File: src/rtl/midi_clock_splitter_scheduler_top_defines.svh
// Assertion macros shared by the scheduler RTL.
// Every macro samples on clk and is disabled while rst is high.
`ifndef MIDI_CLOCK_SPLITTER_SCHEDULER_TOP_DEFINES_SVH
`define MIDI_CLOCK_SPLITTER_SCHEDULER_TOP_DEFINES_SVH

// The consequent must hold in the same cycle as the antecedent.
`define MCSS_ASSERT_IMP(name, ante, cons, msg) \
  name: assert property (@(posedge clk) disable iff (rst) (ante) |-> (cons)) \
    else $error(msg);

// The consequent must hold in the cycle after the antecedent.
`define MCSS_ASSERT_NEXT(name, ante, cons, msg) \
  name: assert property (@(posedge clk) disable iff (rst) (ante) |=> (cons)) \
    else $error(msg);

`endif

File: src/rtl/mcss_pkg.sv
// Shared types, command codes and constants for the MIDI clock splitter scheduler.
// No dependencies; used by the FIFO and the top level.
`timescale 1ns / 1ps

package mcss_pkg;

  localparam int TIME_W    = 48;
  localparam int CFG_IDX_W = 1;
  localparam int CFG_W     = 16;
  localparam int ENTRY_W   = TIME_W + 3;

  // Request commands.
  localparam logic [2:0] CMD_TICK      = 3'd0;
  localparam logic [2:0] CMD_RX_BYTE   = 3'd1;
  localparam logic [2:0] CMD_SYNC_EDGE = 3'd2;
  localparam logic [2:0] CMD_POP_CLOCK = 3'd3;
  localparam logic [2:0] CMD_POP_BYTE  = 3'd4;
  localparam logic [2:0] CMD_ARM       = 3'd5;
  localparam logic [2:0] CMD_SEND      = 3'd6;

  // Configuration register indexes.
  localparam logic [CFG_IDX_W-1:0] CFG_PULSE_WIDTH = 1'b0;
  localparam logic [CFG_IDX_W-1:0] CFG_BYTE_TIME   = 1'b1;

  localparam logic [15:0] PULSE_WIDTH_RST = 16'd5000;
  localparam logic [11:0] BYTE_TIME_RST   = 12'd320;

  // Real-time status bytes.
  localparam logic [7:0] ST_CLOCK    = 8'hF8;
  localparam logic [7:0] ST_START    = 8'hFA;
  localparam logic [7:0] ST_CONTINUE = 8'hFB;
  localparam logic [7:0] ST_STOP     = 8'hFC;

  localparam logic [1:0] KIND_TICK   = 2'd0;
  localparam logic [1:0] KIND_START  = 2'd1;
  localparam logic [1:0] KIND_RESUME = 2'd2;
  localparam logic [1:0] KIND_STOP   = 2'd3;

  localparam logic PORT_MIDI = 1'b0;
  localparam logic PORT_SYNC = 1'b1;

  typedef struct packed {
    logic [2:0]        command;
    logic [7:0]        data_byte;
    logic              port;
    logic [1:0]        pulse_kind;
    logic [TIME_W-1:0] deadline;
  } req_t;

  typedef struct packed {
    logic              ok;
    logic              read_port;
    logic [1:0]        read_kind;
    logic [TIME_W-1:0] read_time;
    logic [7:0]        read_byte;
    logic              tx_valid;
    logic [7:0]        tx_byte;
    logic              sync_level;
  } rsp_t;

  // Handshake outcome of one FIFO access.
  typedef struct packed {
    logic push_ok;
    logic pop_ok;
  } fifo_stat_t;

  // True when time a has reached time b, judged by the signed 48-bit difference.
  function automatic logic reached(input logic [TIME_W-1:0] a, input logic [TIME_W-1:0] b);
    logic [TIME_W-1:0] diff;
    diff = a - b;
    return ~diff[TIME_W-1];
  endfunction

  function automatic logic [7:0] status_byte(input logic [1:0] kind);
    logic [7:0] st;
    case (kind)
      KIND_TICK:   st = ST_CLOCK;
      KIND_START:  st = ST_START;
      KIND_RESUME: st = ST_CONTINUE;
      KIND_STOP:   st = ST_STOP;
      default:     st = ST_CLOCK;
    endcase
    return st;
  endfunction

endpackage

File: src/rtl/mcss_ram.sv
// Generic single-write, single-read RAM with a registered read port.
// No dependencies.
`timescale 1ns / 1ps

module mcss_ram #(
  parameter int WIDTH = 8,
  parameter int DEPTH = 16
) (
  input  logic                     clk,
  input  logic                     we,
  input  logic [$clog2(DEPTH)-1:0] waddr,
  input  logic [WIDTH-1:0]         wdata,
  input  logic                     re,
  input  logic [$clog2(DEPTH)-1:0] raddr,
  output logic [WIDTH-1:0]         rdata
);

  logic [WIDTH-1:0] mem [DEPTH];

  always_ff @(posedge clk) begin
    if (we) begin
      mem[waddr] <= wdata;
    end
    if (re) begin
      rdata <= mem[raddr];
    end
  end

endmodule

File: src/rtl/mcss_fifo.sv
// Drop-on-full FIFO: pointer control around one mcss_ram instance.
// Depends on mcss_pkg, mcss_ram and the assertion macro header.
`timescale 1ns / 1ps
`include "midi_clock_splitter_scheduler_top_defines.svh"

module mcss_fifo #(
  parameter int WIDTH = 8,
  parameter int DEPTH = 16
) (
  input  logic                clk,
  input  logic                rst,
  input  logic                push,
  input  logic                pop,
  input  logic [WIDTH-1:0]    wdata,
  output mcss_pkg::fifo_stat_t stat,
  output logic [WIDTH-1:0]    rdata
);
  import mcss_pkg::*;

  localparam int AW = $clog2(DEPTH);
  localparam logic [AW-1:0] LAST = AW'(DEPTH - 1);

  // Index plus a lap bit, so full and empty differ without a count.
  logic [AW-1:0] wr_idx;
  logic          wr_lap;
  logic [AW-1:0] rd_idx;
  logic          rd_lap;
  logic          empty;
  logic          full;

  assign empty        = (wr_idx == rd_idx) && (wr_lap == rd_lap);
  assign full         = (wr_idx == rd_idx) && (wr_lap != rd_lap);
  assign stat.push_ok = push && !full;
  assign stat.pop_ok  = pop && !empty;

  always_ff @(posedge clk) begin
    if (rst) begin
      wr_idx <= '0;
      wr_lap <= 1'b0;
      rd_idx <= '0;
      rd_lap <= 1'b0;
    end else begin
      if (stat.push_ok) begin
        if (wr_idx == LAST) begin
          wr_idx <= '0;
          wr_lap <= ~wr_lap;
        end else begin
          wr_idx <= wr_idx + AW'(1);
        end
      end
      if (stat.pop_ok) begin
        if (rd_idx == LAST) begin
          rd_idx <= '0;
          rd_lap <= ~rd_lap;
        end else begin
          rd_idx <= rd_idx + AW'(1);
        end
      end
    end
  end

  mcss_ram #(
    .WIDTH(WIDTH),
    .DEPTH(DEPTH)
  ) u_ram (
    .clk  (clk),
    .we   (stat.push_ok),
    .waddr(wr_idx),
    .wdata(wdata),
    .re   (stat.pop_ok),
    .raddr(rd_idx),
    .rdata(rdata)
  );

  `MCSS_ASSERT_IMP(a_not_full_and_empty, full, !empty, "FIFO reports full and empty at once")
  `MCSS_ASSERT_NEXT(a_push_not_empty, stat.push_ok && !pop, !empty, "FIFO empty after a push")
  `MCSS_ASSERT_NEXT(a_pop_not_full, stat.pop_ok && !push, !full, "FIFO full after a pop")

endmodule

File: src/rtl/midi_clock_splitter_scheduler_top.sv
// MIDI real-time clock splitter and output scheduler, top level.
// Depends on mcss_pkg and mcss_fifo (which holds mcss_ram).
`timescale 1ns / 1ps

// One request is accepted per clock cycle, and its response appears in the cycle after
// acceptance: all state (time counter, FIFO pointers, armed deadlines, sync pin, pacing)
// is updated at the accepting edge, and the response comes from a single result register
// together with the registered read port of the FIFO memories. A request is held off only
// while a finished response waits on a stalled output. The FIFOs need no clearing after
// reset. Configuration writes take effect at the next edge and are expected while idle.
module midi_clock_splitter_scheduler_top #(
  parameter int CLOCK_FIFO_DEPTH = 16,
  parameter int BYTE_FIFO_DEPTH  = 64
) (
  input  logic                               clk,
  input  logic                               rst,
  input  logic                               req_valid,
  output logic                               req_stall,
  input  mcss_pkg::req_t                     req,
  output logic                               rsp_valid,
  input  logic                               rsp_stall,
  output mcss_pkg::rsp_t                     rsp,
  input  logic                               cfg_we,
  input  logic [mcss_pkg::CFG_IDX_W-1:0]     cfg_index,
  input  logic [mcss_pkg::CFG_W-1:0]         cfg_wdata
);
  import mcss_pkg::*;

  logic [15:0]       pulse_width_us;
  logic [11:0]       byte_time_us;

  logic [TIME_W-1:0] now_time;
  logic [TIME_W-1:0] now_time_next;
  logic              midi_armed;
  logic              midi_armed_next;
  logic [1:0]        midi_armed_kind;
  logic [1:0]        midi_armed_kind_next;
  logic [TIME_W-1:0] midi_due_time;
  logic [TIME_W-1:0] midi_due_time_next;
  logic              sync_armed;
  logic              sync_armed_next;
  logic [TIME_W-1:0] sync_due_time;
  logic [TIME_W-1:0] sync_due_time_next;
  logic              sync_high;
  logic              sync_high_next;
  logic [TIME_W-1:0] sync_fall_time;
  logic [TIME_W-1:0] sync_fall_time_next;
  logic [TIME_W-1:0] next_send_time;
  logic [TIME_W-1:0] next_send_time_next;

  logic              accept;
  logic              sync_rise;

  logic              clock_push;
  logic              clock_pop;
  logic [ENTRY_W-1:0] clock_wdata;
  logic [ENTRY_W-1:0] clock_rdata;
  fifo_stat_t        clock_stat;
  logic [1:0]        rx_kind;
  logic              rx_is_clock;

  logic              byte_push;
  logic              byte_pop;
  logic [7:0]        byte_rdata;
  fifo_stat_t        byte_stat;

  // Result register; popped data is taken from the FIFO read registers.
  logic              res_ok;
  logic              res_ok_next;
  logic              res_tx_valid;
  logic              res_tx_valid_next;
  logic [7:0]        res_tx_byte;
  logic [7:0]        res_tx_byte_next;
  logic              res_sync_level;
  logic              res_sel_clock;
  logic              res_sel_byte;

  assign req_stall = rsp_valid && rsp_stall;
  assign accept    = req_valid && !req_stall;

  always_comb begin
    rx_is_clock = 1'b1;
    case (req.data_byte)
      ST_CLOCK:    rx_kind = KIND_TICK;
      ST_START:    rx_kind = KIND_START;
      ST_CONTINUE: rx_kind = KIND_RESUME;
      ST_STOP:     rx_kind = KIND_STOP;
      default: begin
        rx_kind     = KIND_TICK;
        rx_is_clock = 1'b0;
      end
    endcase
  end

  always_comb begin
    clock_push  = 1'b0;
    clock_pop   = 1'b0;
    byte_push   = 1'b0;
    byte_pop    = 1'b0;
    clock_wdata = {PORT_MIDI, rx_kind, now_time};
    if (accept) begin
      case (req.command)
        CMD_RX_BYTE: begin
          clock_push = rx_is_clock;
          byte_push  = !rx_is_clock;
        end
        CMD_SYNC_EDGE: begin
          clock_push  = 1'b1;
          clock_wdata = {PORT_SYNC, KIND_TICK, now_time};
        end
        CMD_POP_CLOCK: clock_pop = 1'b1;
        CMD_POP_BYTE:  byte_pop  = 1'b1;
        default: ;
      endcase
    end
  end

  always_comb begin
    now_time_next        = now_time;
    midi_armed_next      = midi_armed;
    midi_armed_kind_next = midi_armed_kind;
    midi_due_time_next   = midi_due_time;
    sync_armed_next      = sync_armed;
    sync_due_time_next   = sync_due_time;
    sync_high_next       = sync_high;
    sync_fall_time_next  = sync_fall_time;
    next_send_time_next  = next_send_time;
    res_ok_next          = 1'b0;
    res_tx_valid_next    = 1'b0;
    res_tx_byte_next     = 8'h00;
    sync_rise            = 1'b0;
    case (req.command)
      CMD_TICK: begin
        now_time_next = now_time + TIME_W'(1);
        res_ok_next   = 1'b1;
        if (midi_armed && reached(now_time_next, midi_due_time)) begin
          res_tx_valid_next = 1'b1;
          res_tx_byte_next  = status_byte(midi_armed_kind);
          midi_armed_next   = 1'b0;
        end
        sync_rise = sync_armed && reached(now_time_next, sync_due_time);
        if (sync_rise) begin
          sync_armed_next     = 1'b0;
          sync_fall_time_next = now_time_next + TIME_W'(pulse_width_us);
          // A rise falls on the same tick only when the width is zero.
          sync_high_next      = (pulse_width_us != 16'd0);
        end else if (sync_high && reached(now_time_next, sync_fall_time)) begin
          sync_high_next = 1'b0;
        end
      end
      CMD_RX_BYTE:   res_ok_next = clock_stat.push_ok || byte_stat.push_ok;
      CMD_SYNC_EDGE: res_ok_next = clock_stat.push_ok;
      CMD_POP_CLOCK: res_ok_next = clock_stat.pop_ok;
      CMD_POP_BYTE:  res_ok_next = byte_stat.pop_ok;
      CMD_ARM: begin
        if (req.port == PORT_MIDI) begin
          if (!midi_armed) begin
            midi_armed_next      = 1'b1;
            midi_armed_kind_next = req.pulse_kind;
            midi_due_time_next   = req.deadline;
            res_ok_next          = 1'b1;
          end
        end else if (!sync_armed) begin
          sync_armed_next    = 1'b1;
          sync_due_time_next = req.deadline;
          res_ok_next        = 1'b1;
        end
      end
      CMD_SEND: begin
        if (reached(now_time, next_send_time)) begin
          res_ok_next         = 1'b1;
          res_tx_valid_next   = 1'b1;
          res_tx_byte_next    = req.data_byte;
          next_send_time_next = now_time + TIME_W'(byte_time_us);
        end
      end
      default: ;
    endcase
  end

  always_ff @(posedge clk) begin
    if (rst) begin
      pulse_width_us  <= PULSE_WIDTH_RST;
      byte_time_us    <= BYTE_TIME_RST;
      now_time        <= '0;
      midi_armed      <= 1'b0;
      midi_armed_kind <= KIND_TICK;
      midi_due_time   <= '0;
      sync_armed      <= 1'b0;
      sync_due_time   <= '0;
      sync_high       <= 1'b0;
      sync_fall_time  <= '0;
      next_send_time  <= '0;
      rsp_valid       <= 1'b0;
    end else begin
      if (cfg_we) begin
        case (cfg_index)
          CFG_PULSE_WIDTH: pulse_width_us <= cfg_wdata;
          CFG_BYTE_TIME:   byte_time_us   <= cfg_wdata[11:0];
          default: ;
        endcase
      end
      if (accept) begin
        now_time        <= now_time_next;
        midi_armed      <= midi_armed_next;
        midi_armed_kind <= midi_armed_kind_next;
        midi_due_time   <= midi_due_time_next;
        sync_armed      <= sync_armed_next;
        sync_due_time   <= sync_due_time_next;
        sync_high       <= sync_high_next;
        sync_fall_time  <= sync_fall_time_next;
        next_send_time  <= next_send_time_next;
        rsp_valid       <= 1'b1;
      end else if (!rsp_stall) begin
        rsp_valid <= 1'b0;
      end
    end
  end

  always_ff @(posedge clk) begin
    if (accept) begin
      res_ok         <= res_ok_next;
      res_tx_valid   <= res_tx_valid_next;
      res_tx_byte    <= res_tx_byte_next;
      res_sync_level <= sync_high_next;
      res_sel_clock  <= clock_stat.pop_ok;
      res_sel_byte   <= byte_stat.pop_ok;
    end
  end

  mcss_fifo #(
    .WIDTH(ENTRY_W),
    .DEPTH(CLOCK_FIFO_DEPTH)
  ) u_clock_fifo (
    .clk  (clk),
    .rst  (rst),
    .push (clock_push),
    .pop  (clock_pop),
    .wdata(clock_wdata),
    .stat (clock_stat),
    .rdata(clock_rdata)
  );

  mcss_fifo #(
    .WIDTH(8),
    .DEPTH(BYTE_FIFO_DEPTH)
  ) u_byte_fifo (
    .clk  (clk),
    .rst  (rst),
    .push (byte_push),
    .pop  (byte_pop),
    .wdata(req.data_byte),
    .stat (byte_stat),
    .rdata(byte_rdata)
  );

  always_comb begin
    rsp.ok         = res_ok;
    rsp.read_port  = res_sel_clock ? clock_rdata[ENTRY_W-1] : 1'b0;
    rsp.read_kind  = res_sel_clock ? clock_rdata[ENTRY_W-2 -: 2] : 2'b00;
    rsp.read_time  = res_sel_clock ? clock_rdata[TIME_W-1:0] : '0;
    rsp.read_byte  = res_sel_byte ? byte_rdata : 8'h00;
    rsp.tx_valid   = res_tx_valid;
    rsp.tx_byte    = res_tx_byte;
    rsp.sync_level = res_sync_level;
  end

endmodule
File: config.mk
export PLATFORM = sky130hd
export DESIGN_NAME = midi_clock_splitter_scheduler_top
export DESIGN_NICKNAME = d
export VERILOG_FILES = /design/src/rtl/mcss_pkg.sv /design/src/rtl/mcss_ram.sv /design/src/rtl/mcss_fifo.sv /design/src/rtl/midi_clock_splitter_scheduler_top.sv
export VERILOG_INCLUDE_DIRS = /design/src /design/src/rtl
export SDC_FILE = /design/constraint.sdc
export NUM_CORES = 2
export LEC_CHECK = 0
export ABC_AREA = 1
export BUFFER_PORTS_ARGS = -buffer_cell sky130_fd_sc_hd__buf_2
export CORE_AREA = 10 10 381 383
export DETAILED_ROUTE_END_ITERATION = 8
export DIE_AREA = 0 0 391 393
export PLACE_DENSITY = 0.71
export SLEW_MARGIN = 20
export SYNTH_ARGS = -nofsm -noshare
export SYNTH_HDL_FRONTEND = slang
export SYNTH_SLANG_ARGS = --single-unit
File: constraint.sdc
create_clock -name clk -period 9.27 [get_ports clk]
set_input_delay 0 -clock clk [delete_from_list [all_inputs] [get_ports clk]]
set_output_delay 0 -clock clk [all_outputs]
set_load 0.01 [all_outputs]
==> results.toml <==
[floorplan]
die-area_mm2 = 0.154
rows = 136
start_util_pct = 54.6
chipWidth_um = 391
die_height_um = 393
core_mm2 = 0.137
top_level_ports = 156

[finish]
seqCellArea_mm2 = 0.0480
drive_gt1_share_pct = 7.87
multiInputGateArea_mm2 = 0.0235
layout.filler_cells = 10800
syn2layout_area_growth_pct = 12.4
final_net_count = 7500
final_cell_area_mm2 = 0.0842

[sta]
finalWorstSetupSlack_ps = 3440
final_setup_violating_endpoints = 0
finalMaxSlewViolations = 0
worstMarginPinSlew_ps = 1170
max_clock_skew_ps = 50.1
layout_min_cycle_time_ps = 5830
timing_hold_violations_final = 0
max_freq_mhz = 171
grt_setup_unrepaired = "no"
hold_slack_ps = 28.2
finalCritPeriodShare_pct = 62.9
timing.slew.headroom_pct = 22.0
setup_tns_ps = 0

[placement]
dp_slack_ps = 2950
routabilityCongestion = 0.953
placed_cell_area_mm2 = 0.0773
dp_hpwl_um = 119000
number_of_i_o_port_buffers = 155

[critical_path]
worst_r2r_startpoint = "now_time[0]"
startpoint_to_endpoint_class_of_the_critical_path = "flip-flop to flip-flop"
reg2reg_slack_ps = 3440
worst_path_required_ps = 9990
worst_setup_path_start = "now_time[0]"
startpoint_type = "flip-flop"
critical_path_most_common_cell = "nand2_1"
cp_max_fo = 56
crit-reg2reg-capture = "sync_fall_time[37]"
path_cells = "ha_1 > nand2_1 > nor2_4 > nand3_1 > nor2_1 > nand4_1 > nand2_1 > inv_1 > ha_1 > nand2_1 > o21bai_1 > nand3_1 > a21oi_1 > nand2_1 > nor2_1 > nand2_1 > nand2_2 > nand3_4 > inv_2 > nand2_1 > o21ai_1 > inv_1"
max_stage_delay_ps = 980
critPathArrivalTime_ps = 6550
worstSetupEndpointType = "flip-flop"
worstRegToRegCells = 22
crit_slowest_cell = "dfxtp_1"

[cts]
cts_setup_buffers = 0
cts-buffers-inserted = 170
clk_latency_ps = 830
clk_root_buffer_cell = "clkbuf_16"
clock-sinks = 1698
h-tree-depth = 4
max-clock-path-buffers = 3
cts_tree = "yes"
clk_pin_slew_worst_paths_ps = 60

[yosys]
synth.net_count = 7308
synth_cell_type_count = 48
ys_async_sr_fraction_pct = 0
synth_area_per_cell_um2 = 10.7
synth_top_cells_by_count = "edfxtp_1 (1,400), nor2_1 (1,115), nand2_1 (900)"
syn-instance-count = 7000
synth_top_area_share_pct = 56.1
synth_enable_flop_cells = 1400
yosys-top-cells-area = "edfxtp_1 (56%), dfxtp_1 (8.0%), nor2_1 (5.6%), o21ai_0 (4.8%), nand2_1 (4.5%)"
ys.warnings.count = 0
synth.cell_area_mm2 = 0.0749
yosysSeqAreaShare_pct = 64.1
synth_largest_area_cell = "edfxtp_1"
yosysMostFrequentCell = "edfxtp_1"
synth-seq-cells = 1698
postSynth.topFlopCell = "edfxtp_1"

[detailed_routing]
drt_pass1_iterations = 7
antenna_violating_nets_post_route = 0
drc = 0
vias_per_cell = 5.93
num_vias = 54100
drt_first_iter_violations = 7036
postRouteWirelength_um = 203000
avgRoutedWirePerCell_um = 22.2

[min_path]
timing.hold.worst.class = "primary input to flip-flop"
holdPathEnd = "sync_due_time[24]"
number_of_cells_on_the_worst_hold_path = 4
worstHoldStart = "req[24]"

[global_routing]
grt_usage_pct = 25.9
grt_start_max_net_pins = 178
via_count_of_the_first_global_routing_pass = 51700
grt_overflow_total = 0
grt_first_pass_wirelength_um = 308000
number_of_antenna_violations_at_the_first_check_in_global_routing = 8

[pwr]
peakVddDrop_v = 0.000170
p_leak_nw = 30.1
power_per_cell_area_mw_per_mm2 = 186

[job]
timing.max_cap.violations = 0

[run_status]
run_status = "completed"
==> power breakdown <==
part	internal, W	total [W]	switching, W	leakage (nW)
clock	0.00366	0.00659	0.00293	2.57
combinational	0.000240	0.000706	0.000466	12.5
sequential	0.00826	0.00834	0.0000770	15.0
total	0.0122	0.0156	0.00347	30.1
==> how the worst max path moves through the flow <==
| stage | endpoint | slack (ps) | cells after the start |
|---|---|---|---|
| final | sync_fall_time[37] | 3440 | 22 |
| after global routing | sync_fall_time[26] | 2970 | 21 |
| after CTS | sync_fall_time[32] | 2960 | 21 |
| after detailed placement | sync_fall_time[37] | 2950 | 22 |
| after global placement | sync_fall_time[36] | 3140 | 22 |
| after floorplan | u_clock_fifo.u_ram.mem[11][0] | 4680 | 9 |
==> critical path: cells and delay by family (launching register included) <==
kind	cells	cell delay [ps]
DFF	1	980
buffers and inverters	3	1050
and+or+nand+nor	14	2420
adders and majority gates	2	780
AOI/OAI and AO/OA	3	480
==> per-stage QoR <==
stage / cells / util (%) / total power [W]
6_report: 9127 / 61.4 / 0.0156
5_1_grt: 9123 / 61.4 / 0.0161
4_1_cts: 9118 / 61.3 / 0.0157
3_5_place_dp: 8656 / 56.3 / 0.00913
3_3_place_gp: 8656 / 56.3 / 0.00912
2_1_floorplan: 7000 / - / 0.00887
==> layout by cell type, fill, tap and decap left out, types with 41 or more instances in the layout <==
cell type,synthesis,routed
edfxtp_1,1400,1400
nor2_1,1115,1097
nand2_1,900,898
o21ai_0,712,712
inv_1,543,538
a21oi_1,333,333
dfxtp_1,298,293
nand3_1,288,287
ha_1,222,222
clkbuf_16,0,171
buf_2,14,155
dlygate4sd3_1,0,154
o221ai_1,130,130
o32ai_1,124,124
nand4_1,99,99
mux2i_1,80,80
o22ai_1,79,79
buf_4,4,76
xor2_1,75,75
clkbuf_1,329,43
clkinv_1,7,41
==> cell type report <==
type / instances / area share [%]
Timing Repair Buffer: 391 / 3.58
Clock buffer: 220 / 5.37
Sequential cell: 1698 / 57.0
Tap cell: 1794 / 2.66
Multi-Input combinational cell: 4373 / 27.9
Clock inverter: 88 / 0.934
Inverter: 558 / 2.51
Antenna cell: 5 / 0.0149
==> cell families after synthesis <==
| logic type | synth area share [%] |
|---|---|
| compound gates | 11.4 |
| xor+xnor | 1.07 |
| fa+ha+maj | 3.76 |
| buf+inv | 4.75 |
| flops | 64.1 |
| mux | 1.07 |
| simple gates | 13.9 |
==> sequential cells by signal (all words and copies together), names as in the netlist, 2 cells and up <==
register	flops
res_tx_byte	8
sync_due_time	48
u_clock_fifo.wr_idx	4
sync_fall_time	48
now_time	48
u_clock_fifo.u_ram.rdata	51
pulse_width_us	16
u_byte_fifo.rd_idx	6
midi_due_time	48
u_clock_fifo.u_ram.mem	816
u_clock_fifo.rd_idx	4
u_byte_fifo.u_ram.rdata	8
midi_armed_kind	2
byte_time_us	12
u_byte_fifo.u_ram.mem	512
next_send_time	48
u_byte_fifo.wr_idx	6
==> timing repair <==
item | in CTS | in global routing
endpoints found under the setup margin | 0 | 0
hold buffers | 154 | 0
hold endpoints to repair | 679 | 0
gates resized for setup | 0 | 0
==> metal layers <==
layer	GRT usage [%]	up-vias	routed length (µm)
met2	40.8	2546	93400
li1	-	25100	-
met5	0	-	21
met1	36.3	26100	84400
met4	7.99	4	5580
met3	5.04	367	19600
(Power assumes the default switching activity.)
